`config.mk`:
```
export PLATFORM = sky130hd
export DESIGN_NAME = bmf_div
export DESIGN_NICKNAME = d
export VERILOG_FILES = /design/src/rtl/core/box_mean_filter_macros.svh /design/src/rtl/core/bmf_pkg.sv /design/src/rtl/core/bmf_div.sv
export SDC_FILE = /design/constraint.sdc
export NUM_CORES = 1
export LEC_CHECK = 0
export BUFFER_PORTS_ARGS = -buffer_cell sky130_fd_sc_hd__buf_2
export CAP_MARGIN = 0
export CORE_UTILIZATION = 33
export DETAILED_ROUTE_END_ITERATION = 10
export HOLD_SLACK_MARGIN = 0.08
export SLEW_MARGIN = 20
export SYNTH_ARGS = -nofsm -noshare
export SYNTH_HDL_FRONTEND = slang
export SYNTH_SLANG_ARGS = --single-unit
```
`constraint.sdc`:
```
create_clock -name clock -period 6.4 [get_ports clock]
set_input_delay 0.32 -clock clock [delete_from_list [all_inputs] [get_ports clock]]
set_output_delay 0.32 -clock clock [all_outputs]
set_load 0.1 [all_outputs]
```
`src/rtl/core/box_mean_filter_macros.svh`:
```
// Assertion macros shared by the box mean filter RTL.
`ifndef BOX_MEAN_FILTER_MACROS_SVH
`define BOX_MEAN_FILTER_MACROS_SVH
// Check that an expression holds at every clock edge outside reset.
`define BMF_CHECK(label, expr) \
   label: assert property (@(posedge clock) disable iff (reset) (expr)) \
      else $error("box mean filter check failed");
// Check that a condition is followed by a consequence in the next cycle.
`define BMF_NEXT(label, cond, conseq) \
   label: assert property (@(posedge clock) disable iff (reset) (cond) |=> (conseq)) \
      else $error("box mean filter sequence check failed");
`endif

```
`src/rtl/core/bmf_pkg.sv`:
```
// Shared constants, types and helper functions for the box mean filter.
`default_nettype none
package bmf_pkg;
   localparam int PIX_W = 8;
   localparam int CSUM_W = 11;
   localparam int TOT_W = 14;
   localparam int X_W = 15;
   localparam int RECIP_W = 17;
   localparam int RECIP_SHIFT = 20;
   localparam int CFG_W = 12;
   localparam int POS_W = 11;
   localparam int RAD_W = 2;
   localparam int IDX_W = 3;
   localparam int DEF_MAX_WIDTH = 2048;
   localparam int DEF_MAX_HEIGHT = 2048;
   localparam int DEF_MAX_RADIUS = 3;

   typedef enum logic [IDX_W-1:0] {
      CSR_FRAME_WIDTH   = 3'd0,
      CSR_FRAME_HEIGHT  = 3'd1,
      CSR_WINDOW_RADIUS = 3'd2,
      CSR_CHANNEL_COUNT = 3'd3
   } csr_idx_type;

   // Sideband that travels with one pixel through the pipeline.
   typedef struct packed {
      logic             emit;
      logic             last;
      logic             mono;
      logic [POS_W-1:0] crow;
      logic [POS_W-1:0] ccol;
   } bmf_tag_type;

   // Reciprocal of the window area, ceil(2^20 / (2r+1)^2).
   function automatic logic [RECIP_W-1:0] recip_of(input logic [RAD_W-1:0] r);
      logic [RECIP_W-1:0] m;
      case (r)
         2'd2:    m = 17'd41944;
         2'd3:    m = 17'd21400;
         default: m = 17'd116509;
      endcase
      return m;
   endfunction

   // Half of the window area, for round to nearest.
   function automatic logic [5:0] half_area(input logic [RAD_W-1:0] r);
      logic [5:0] h;
      case (r)
         2'd2:    h = 6'd12;
         2'd3:    h = 6'd24;
         default: h = 6'd4;
      endcase
      return h;
   endfunction
endpackage
`default_nettype wire

```
`src/rtl/core/bmf_div.sv`:
```
// Rounded division of one channel total by the window area via reciprocal multiply.
`default_nettype none
module bmf_div (
   input  wire logic                         clock,
   input  wire logic                         en,
   input  wire logic [bmf_pkg::RAD_W-1:0]    radius,
   input  wire logic [bmf_pkg::X_W-1:0]      x,
   output logic      [bmf_pkg::PIX_W-1:0]    q
);
   localparam int PROD_W = bmf_pkg::X_W + bmf_pkg::RECIP_W;
   logic [PROD_W-1:0] prod_ff;
   logic [PROD_W-1:0] prod_in;

   // exact floor for all totals a window can reach
   assign prod_in = PROD_W'(x) * PROD_W'(bmf_pkg::recip_of(radius));

   always_ff @(posedge clock) begin
      if (en) begin
         prod_ff <= prod_in;
      end
   end

   assign q = prod_ff[bmf_pkg::RECIP_SHIFT +: bmf_pkg::PIX_W];
endmodule
`default_nettype wire

```
==> Yosys cells after proc, flatten, opt, wreduce, memory -nomap -nowiden <==
Cells that the tools add are included.
{ "totals": {"ff_bits": 28, "out_inout_bits": 8, "wordCells": 5} }
{ "op_classes": {"mul": 1, "eq_ne": 2, "mux": 1} }
{ "ops": {"columns": ["op", "count"], "rows": [
  ["$pmux W17 S2", 1],
  ["$mul A15 B17 Y28", 1],
  ["$eq A2 B2 Y1 const B", 2]
]} }

==> Logic depth before layout (Yosys ltp) <==
Gate-level depths: netlist of the first run.
{ "depth": {"word_depth": 3, "mapped_depth": 24, "mapped_depth_nobuf": 22} }

==> Worst setup path before layout of the first run <==
No wires, ideal clock.
{ "synth_timing": {"path_type": "input -> register", "start": "input radius[0] (netlist bit)", "end": "register prod_ff[26] (data pin)", "setup_time_ps": 176, "arrival_time_ps": 5589, "slack_ps": 635, "stages": 21, "path_buffers": 2, "path_cell_list": "clkbuf_1 -> nand2b_1 -> clkbuf_1 -> and2_1 -> fa_1 -> inv_1 -> fa_1 -> inv_1 -> fa_1 -> fa_1 -> fa_1 -> inv_1 -> fa_1 -> inv_1 -> ha_1 -> a21oi_1 -> o21ai_0 -> a31oi_1 -> a2111oi_4 -> or4_1 -> o311ai_2"} }
{ "synth_between": {"elab_chain_len": 3} }
{ "synth_rtl": {"columns": ["item", "line_no", "source"], "rows": [
  ["start, declared", "bmf_div.sv:6", "input wire logic [bmf_pkg::RAD_W-1:0] radius,"],
  ["$eq A2 B2 Y1", "bmf_pkg.sv:37", "case (r)"],
  ["$pmux W17 S2 (*)", "bmf_pkg.sv:37", null],
  ["$mul A15 B17 Y28 (*)", "bmf_div.sv:15", "assign prod_in = PROD_W'(x) * PROD_W'(bmf_pkg::recip_of(radius));"],
  ["named net prod_in[26]", "bmf_div.sv:12", "logic [PROD_W-1:0] prod_in;"],
  ["end signal, assigned", "bmf_div.sv:19", "prod_ff <= prod_in;"],
  ["end, declared", "bmf_div.sv:11", "logic [PROD_W-1:0] prod_ff;"]
]} }
Mark *: on every way through the listed nets, which the timed path passes. The rest lies on a longest branch.
A chain may end at the register's enable or synchronous reset.

==> Worst setup path in the final report of the first run <==
{ "layout_timing": {"start": "input radius[1] (netlist bit)", "end": "register prod_ff[24] (data pin)"} }
The elaborated chain is that of the path after synthesis.

==> metrics.cfg, run 1 <==
[clock_network]
clock-root-buffer=clkbuf_16
ctsHoldBuffers=0
cts_resized=0
numCtsBuffers=3
cts_max_level=1
path_clk_slew_ns=0.04
clock-sinks=8
cts_tree=built
clk_path_buf_depth=2
postCtsSetupRepairBufs=0

[yosys]
ys_top_cells_by_area=fa_1, ha_1, inv_1
yosys.cell_types.count=44
synth_area_per_cell_sq_um=9.670
ys.flop_type=edfxtp_1
yosysTopAreaCell=fa_1
ys_seq_area_frac=0.03770
synthArstFlopShare=0
synth_top_area_share=0.4461
synth_edf_count=8
synth_seq_cells=8
netlist_area_sq_um=6372
yosysMostFrequentCell=inv_1
ys_top_cells_by_count=inv_1, fa_1, ha_1, nand2_1, nor2_1
synth.net_count=929
synthCells=659
ys.warnings.count=0

[critical_path]
required_ns=6.44
cpMostUsedCell=fa_1
crit_fanout=37
cp_slowest_cell=fa_1
cp.arrival_ns=6.05
worstSetupPathType=in2reg
cp-end-kind=register
crit_chain=buf_2 > buf_4 > and2_1 > nor2b_1 > inv_1 > fa_1 > fa_1 > inv_1 > fa_1 > fa_1 > fa_1 > inv_1 > fa_1 > inv_1 > ha_1 > nand4_1 > nor2_1 > o31ai_1 > a21oi_1 > a31oi_1 > o311ai_1
critPathBufInv=6
startpoint_type=primary input
critical-path-top-delay-family=adder cells
cp_slowest_stage_delay_ns=0.58

[finish]
reg_top3=prod_ff: 8 flops
largest_reg_flops=8
drive_gt1_frac=0.07299
num_antenna_cells=0
area_growth_pct=8.561
final_nets=957
top_register=prod_ff

[worst_hold_path]
hold_class=in2reg
holdPathEnd=prod_ff[24]
min_path_cells=1
min_from=en

[drt]
drc=0
routed_wl_microns=13750
detail-route-antenna-nets=0
vias=4188
firstDrtPassIters=6
via_per_inst=4.432
wire_per_inst_microns=14.55
drt_iter0_markers=98

[floorplanning]
die-width_microns=141.0
die_area_sq_um=19870
fp-row-count=50
core_sq_um=18830
initial_core_util=0.3384
io_pins=27
die_h_microns=141.0

[outcome]
outcome=completed

[placement]
finalWeightedCongestion=0.8935
io_buffers=26
dp_hpwl_microns=12360

[timing]
setup_viol_count_final=0
final_max_slew_viol_count=0
finalCritPeriodShare=0.9387
period_needed_ns=6.008
finalHoldViolations=0
max_freq_mhz=166.5
tightestPinTransition_ns=0.4505
tns_ns=0
rsz0062_at_grt=false
relSlewSlack=0.6919

[grt]
track_usage=0.1541
gr-total-overflow=0
grt_max_degree=38
grt_pass1_vias=4656
grt_pass1_wl_microns=23850
grt_antenna_before_repair=0

[job]
cap_violations=0

kinds of logic (layout without fill, tap and decap cells):
group | after synthesis | after routing | synth area share
AO/OA/AOI/OAI | 44 | 44 | 0.05184
buffers and inverters | 216 | 242 | 0.1284
XOR/XNOR | 13 | 13 | 0.01787
AND/OR/NAND/NOR | 127 | 127 | 0.1041
flip-flops | 8 | 8 | 0.03770
adder cells (fa/ha/maj) | 251 | 251 | 0.6601
stage by stage:
| step | cells | cell area [sq um] | hold slack [ns] | setup slack (ns) | utilization |
|---|---|---|---|---|---|
| floorplan | 659 | 6372 | 0.4325 | 0.6352 | - |
| global placement | 942 | 6843 | 0.6762 | 0.2381 | 0.3634 |
| detailed placement | 942 | 6843 | 0.6783 | 0.1802 | 0.3634 |
| CTS | 945 | 6918 | 0.4369 | 0.4034 | 0.3674 |
| global route | 945 | 6918 | 0.4434 | 0.07484 | 0.3674 |
| finish | 945 | 6918 | 0.4362 | 0.3923 | 0.3674 |
area by class of cell:
class / count / area [sq um]
Timing Repair Buffer: 35 / 197.7
Multi-Input combinational cell: 435 / 5314
Inverter: 204 / 765.7
Tap cell: 260 / 325.3
Sequential cell: 8 / 240.2
Clock buffer: 3 / 75.07
Fill cell: 1929 / 11910
metal layers:
metal / up-vias / global-route usage / wire [microns]
met5: - / 0 / 0
met3: 3 / 0.009511 / 301
li1: 2049 / - / -
met2: 43 / 0.2812 / 6997
met1: 2093 / 0.2097 / 6427
met4: 0 / 0.009153 / 25
worst max-delay path by stage:
stage / startpoint / to / slack, ns / cells after the start
after floorplan: radius[0] / prod_ff[26] / 0.64 / 21
after global placement: radius[1] / prod_ff[24] / 0.24 / 21
after detailed placement: radius[1] / prod_ff[27] / 0.18 / 20
after CTS: radius[1] / prod_ff[27] / 0.40 / 20
after global routing: radius[1] / prod_ff[27] / 0.07 / 20
final: radius[1] / prod_ff[24] / 0.39 / 21
placed cells by master (no fill, tap or decap), types with 11 or more instances in the layout:
master and instances:
a21oi_1 18, and2_1 17, and3_1 14, buf_2 26
fa_1 142, ha_1 109, inv_1 204, nand2_1 27
nor2_1 25, nor2b_1 11, xnor2_1 11
Power of run 1 is left out: the tool's default activity adds up to more than one toggle a clock period on the data nets, which glitch-free logic cannot reach.
==> inputs of run 2 (changes only) <==
==> constraint.sdc (replaced) <==
create_clock -name clock -period 5.92 [get_ports clock]
set_input_delay 0.296 -clock clock [delete_from_list [all_inputs] [get_ports clock]]
set_output_delay 0.296 -clock clock [all_outputs]
set_load 0.1 [all_outputs]
==> run 2 against run 1 <==
Net effect:
- sequential cell count unchanged
- design area increased by 3.1%
- die area unchanged
- cell count rose by 2.5%
- count of clock-buffer cells in the layout stayed put
- critical path depth decreased by 1
- sequential share of layout area decreased by 0.11 points
- first-iteration DRC count is 16% higher
- worst setup slack lost 0.10 ns
- non-clock buffer count rose by 24
- routed wire length increased by 3.4%
- critical path type unchanged
==> metrics.cfg, run 2 (same netlist as run 1, synthesis figures left out) <==
[outcome]
outcome=completed

[placement]
finalWeightedCongestion=0.8606  ; -3.7%
dpl_cell_area_sq_um=7036  ; +2.8%
dp_hpwl_microns=13020  ; +5.4%
io_buffers=26  ; unchanged

[drt]
routed_wl_microns=14220  ; +3.4%
via_per_inst=4.501  ; +1.6%
detail-route-antenna-nets=0  ; unchanged
drc=0  ; unchanged
wire_per_inst_microns=14.67  ; +0.81%
drt_iter0_markers=114  ; +16%
firstDrtPassIters=6  ; unchanged
vias=4361  ; +4.1%

[timing]
relSlewSlack=0.6757  ; -0.01623
setup_viol_count_final=0  ; unchanged
tightestPinTransition_ns=0.4898  ; +0.03937 ns
max_freq_mhz=177.7
final_max_slew_viol_count=0  ; unchanged
rsz0062_at_grt=false
finalCritPeriodShare=0.9508
period_needed_ns=5.629
finalHoldViolations=0  ; unchanged

[finish]
final_common_cell=inv_1
fin_area_sq_um=7134  ; +3.1%
fillers=1900  ; -1.5%
num_antenna_cells=0  ; unchanged
drive_gt1_frac=0.1100  ; +0.03702
reg_top3=prod_ff: 8 flops
largest_reg_flops=8  ; unchanged
final_nets=981  ; +2.5%
top_register=prod_ff
mostFrequentLayoutCells=inv_1, fa_1, ha_1
area_growth_pct=11.96

[clock_network]
clock-sinks=8  ; unchanged
path_clk_slew_ns=0.04  ; about the same
numCtsBuffers=3  ; unchanged
clock-root-buffer=clkbuf_16
cts_tree=built
cts_resized=0  ; unchanged
postCtsSetupRepairBufs=0  ; unchanged
ctsHoldBuffers=0  ; unchanged
cts_max_level=1  ; unchanged
clk_path_buf_depth=2  ; unchanged

[critical_path]
required_ns=5.97  ; -0.47 ns
worstSetupPathType=in2reg
cp-end-kind=register
crit_fanout=15  ; -59%
startpoint_type=primary input
cp.arrival_ns=5.68  ; -0.37 ns
cp-startpoint=radius[1]

[floorplanning]
die-width_microns=141.0  ; unchanged
die_h_microns=141.0  ; unchanged
fp-row-count=50  ; unchanged
io_pins=27  ; unchanged
core_sq_um=18830  ; unchanged
die_area_sq_um=19870  ; unchanged
initial_core_util=0.3384  ; unchanged

[worst_hold_path]
min_from=en
hold_class=in2reg
min_path_cells=1  ; unchanged
holdPathEnd=prod_ff[22]

[grt]
grt_pass1_vias=4840  ; +4.0%
gr-total-overflow=0  ; unchanged
grt_pass1_wl_microns=24700  ; +3.6%
grt_max_degree=21  ; -45%
grt_antenna_before_repair=0  ; unchanged
track_usage=0.1597  ; +0.005567

[job]
cap_violations=0  ; unchanged

run 2: cell types whose count changed in the layout (fill, tap and decap cells not counted):
| cell | change |
|---|---|
| nor3_1 | -1 |
| a31oi_2 | +1 |
| buf_2 | -1 |
| a31oi_1 | -1 |
| buf_4 | +23 |
| nor3_2 | +1 |
| a221oi_1 | -1 |
| a221oi_2 | +1 |
| a21oi_1 | -1 |
| buf_12 | +1 |
| a21oi_2 | +1 |
| clkbuf_4 | +1 |
run 2: layout make-up:
type | instances | area (sq um) | area share
clock buffers | 3 | 75.07 | 0.01052
inverters | 204 | 765.7 | 0.1073
multi-input cells | 435 | 5335 | 0.7478
flip-flops and latches | 8 | 240.2 | 0.03367
well taps | 260 | 325.3 | 0.04560
repair buffers | 59 | 392.9 | 0.05507
run 2: metrics by stage:
step	cells	utilization	worst slack (ns)	TNS, ns	hold slack (ns)
floorplan	659	-	0.1792	0	0.4085
finish	969	0.3789	0.2914	0	0.4070
global placement	966	0.3736	0.04897	0	0.6502
global route	969	0.3789	0.03292	0	0.4174
detailed placement	966	0.3736	-0.03925	-0.07772	0.6578
CTS	969	0.3776	0.1751	0	0.4144
run 2: worst max-delay path by stage:
| stage | to | slack (ns) | depth (start not counted) |
|---|---|---|---|
| after floorplan | prod_ff[26] | 0.18 | 21 |
| after global placement | prod_ff[26] | 0.05 | 20 |
| after detailed placement | prod_ff[27] | -0.04 | 20 |
| after CTS | prod_ff[26] | 0.18 | 20 |
| after global routing | prod_ff[26] | 0.03 | 20 |
| final | prod_ff[26] | 0.29 | 20 |
run 2: critical path: stages:
cell	delay, ns
clkbuf_4	0.19
and2_1	0.21
nor2b_1	0.17
fa_1	0.49
inv_1	0.06
fa_1	0.53
inv_1	0.05
fa_1	0.49
fa_1	0.51
fa_1	0.49
inv_1	0.06
fa_1	0.48
inv_1	0.04
ha_1	0.31
a21oi_1	0.21
o21ai_0	0.13
a31oi_2	0.26
a2111oi_4	0.15
or4_1	0.44
o311ai_2	0.10
run 2: metal layers:
layer | GRT usage | vias up | part of all wire
li1 | - | 2101 | -
met1 | 0.2249 | 2147 | 0.45
met2 | 0.2731 | 96 | 0.49
met3 | 0.009511 | 17 | 0.039
met4 | 0.02975 | 0 | 0.018
met5 | 0 | - | 0
Power of run 2 is left out for the same reason.
==> inputs of run 3 (changes only) <==
--- a/config.mk
+++ b/config.mk
@@ -5,9 +5,10 @@
 export SDC_FILE = /design/constraint.sdc
 export NUM_CORES = 1
 export LEC_CHECK = 0
+export ABC_AREA = 1
 export BUFFER_PORTS_ARGS = -buffer_cell sky130_fd_sc_hd__buf_2
 export CAP_MARGIN = 0
-export CORE_UTILIZATION = 33
+export CORE_UTILIZATION = 48
 export DETAILED_ROUTE_END_ITERATION = 10
 export HOLD_SLACK_MARGIN = 0.08
 export SLEW_MARGIN = 20
==> run 3 against run 2 <==
Net effect:
- routed wire length rose by 18%
- critical path depth is 1 higher
- global-route usage rose by 9.5 points
- die area shrank 26%
- cell count up 9.5%
==> metrics.cfg, run 3 <==
[timing]
tns_ns=0  ; unchanged
setup_viol_count_final=0  ; unchanged
final_max_slew_viol_count=0  ; unchanged
rsz0062_at_grt=false
max_freq_mhz=181.3  ; +2.1%
tightestPinTransition_ns=0.5770  ; +0.08714 ns
finalCritPeriodShare=0.9315  ; -0.01925
period_needed_ns=5.515  ; -0.1140 ns
finalHoldViolations=0  ; unchanged
setup_ws_ns=0.4054  ; +0.1140 ns
relSlewSlack=0.6139  ; -0.06176

[clock_network]
clk_path_buf_depth=2  ; unchanged
cts_max_level=1  ; unchanged
numCtsBuffers=3  ; unchanged
postCtsSetupRepairBufs=0  ; unchanged
clock-sinks=8  ; unchanged
path_clk_slew_ns=0.04  ; about the same
cts_resized=0  ; unchanged
ctsHoldBuffers=0  ; unchanged
clock-root-buffer=clkbuf_16
cts_tree=built

[drt]
drt_iter0_markers=243  ; +110%
wire_per_inst_microns=15.86  ; +8.1%
detail-route-antenna-nets=0  ; unchanged
routed_wl_microns=16830  ; +18%
via_per_inst=4.934  ; +9.6%
firstDrtPassIters=4  ; -2
vias=5235  ; +20%
drc=0  ; unchanged

[critical_path]
cp.arrival_ns=5.50  ; -0.18 ns
critPathBufInv=7  ; +2
required_ns=5.91  ; -0.06 ns
critical-path-top-delay-family=adder cells
crit_chain=buf_2 > buf_4 > nor2_1 > inv_1 > fa_1 > fa_1 > inv_1 > fa_1 > fa_1 > fa_1 > inv_1 > fa_1 > inv_1 > ha_1 > nand2_1 > inv_2 > nand3_1 > nor3b_1 > a21oi_1 > nand2_1 > nand2_1
worstSetupPathType=in2reg
cp_slowest_cell=fa_1
startpoint_type=primary input
crit_fanout=13  ; -2
cp-end-kind=register
cpMostUsedCell=fa_1
cp_slowest_stage_delay_ns=0.53  ; about the same

[finish]
drive_gt1_frac=0.06016  ; -0.04986
fillers=1374  ; -28%
top_register=prod_ff
reg_top3=prod_ff: 8 flops
final_nets=1153  ; +18%
final_common_cell=inv_1
largest_reg_flops=8  ; unchanged
num_antenna_cells=0  ; unchanged
mostFrequentLayoutCells=inv_1, nand2_1, fa_1
area_growth_pct=7.524

[yosys]
yosysTopAreaCell=fa_1
synth_seq_cells=8  ; unchanged
synth_top_area_share=0.4170  ; -0.02915
synthArstFlopShare=0  ; unchanged
ys.flop_type=edfxtp_1
ys.warnings.count=0  ; unchanged
yosys.cell_types.count=26  ; -41%
netlist_area_sq_um=6818  ; +7.0%
synth_edf_count=8  ; unchanged
synthCells=843  ; +28%
ys_top_cells_by_count=inv_1, nand2_1, fa_1, ha_1, nor2_1
synth_area_per_cell_sq_um=8.088  ; -16%
synth.net_count=1113  ; +20%
ys_top_cells_by_area=fa_1, ha_1, inv_1
ys_seq_area_frac=0.03524  ; -0.002463
yosysMostFrequentCell=inv_1

[floorplanning]
die_h_microns=121.2  ; -14%
core_sq_um=13880  ; -26%
initial_core_util=0.4912  ; +0.1528
die-width_microns=121.2  ; -14%
fp-row-count=43  ; -14%
io_pins=27  ; unchanged
die_area_sq_um=14680  ; -26%

[grt]
grt_busiest_layer=met2
track_usage=0.2549  ; +0.09519
grt_antenna_before_repair=0  ; unchanged
grtUsageMet2=0.4307  ; +0.1576
gr-usage-met1=0.3613  ; +0.1365
grt_pass1_wl_microns=28570  ; +16%
grt_util_met3=0.03055  ; +0.02103
grt_pass1_vias=5728  ; +18%
gr-total-overflow=0  ; unchanged
grt_max_degree=14  ; -33%

[placement]
place_ws_ns=0.1692  ; +0.2085 ns
io_buffers=26  ; unchanged
finalWeightedCongestion=0.9252  ; +7.5%
dp_hpwl_microns=15760  ; +21%

[worst_hold_path]
hold_class=in2reg

[job]
cap_violations=0  ; unchanged

[outcome]
outcome=completed

## run 3: area by class of cell
type | instances | area (sq um) | area share
clock buffers | 3 | 75.07 | 0.01024
inverters | 262 | 983.4 | 0.1342
multi-input cells | 567 | 5564 | 0.7590
flip-flops and latches | 8 | 240.2 | 0.03277
well taps | 180 | 225.2 | 0.03072
repair buffers | 41 | 242.7 | 0.03311
## run 3: metrics by stage
step	cells	utilization	hold slack (ns)	instance area, sq um
after floorplan	843	-	0.4085	6818
after global placement	1058	0.5227	0.6486	7256
after detailed placement	1058	0.5227	0.6592	7256
after CTS	1061	0.5281	0.4197	7331
after global routing	1061	0.5281	0.4209	7331
final	1061	0.5281	0.4212	7331
## run 3: kinds of logic (layout without fill, tap and decap cells)
logic type	after synthesis	in the layout	synth area share
and+or+nand+nor	271	271	0.1597
buffers and inverters	268	306	0.1487
adders and majority gates	251	251	0.6170
AOI/OAI and AO/OA	40	40	0.03303
DFF	8	8	0.03524
xor gates and xnor gates	5	5	0.006424
## run 3: metal layers
| layer | wire length [microns] | vias up |
|---|---|---|
| li1 | - | 2552 |
| met1 | 7703 | 2554 |
| met2 | 8000 | 117 |
| met3 | 921 | 12 |
| met4 | 204 | 0 |
| met5 | 0 | - |
## run 3: worst paths after layout
kind	startpoint	endpoint	slack (ns)	depth (start not counted)
worst max-delay path	radius[1]	prod_ff[27]	0.41	21
worst min-delay path	en	prod_ff[27]	0.42	1
Power of run 3 is left out for the same reason.
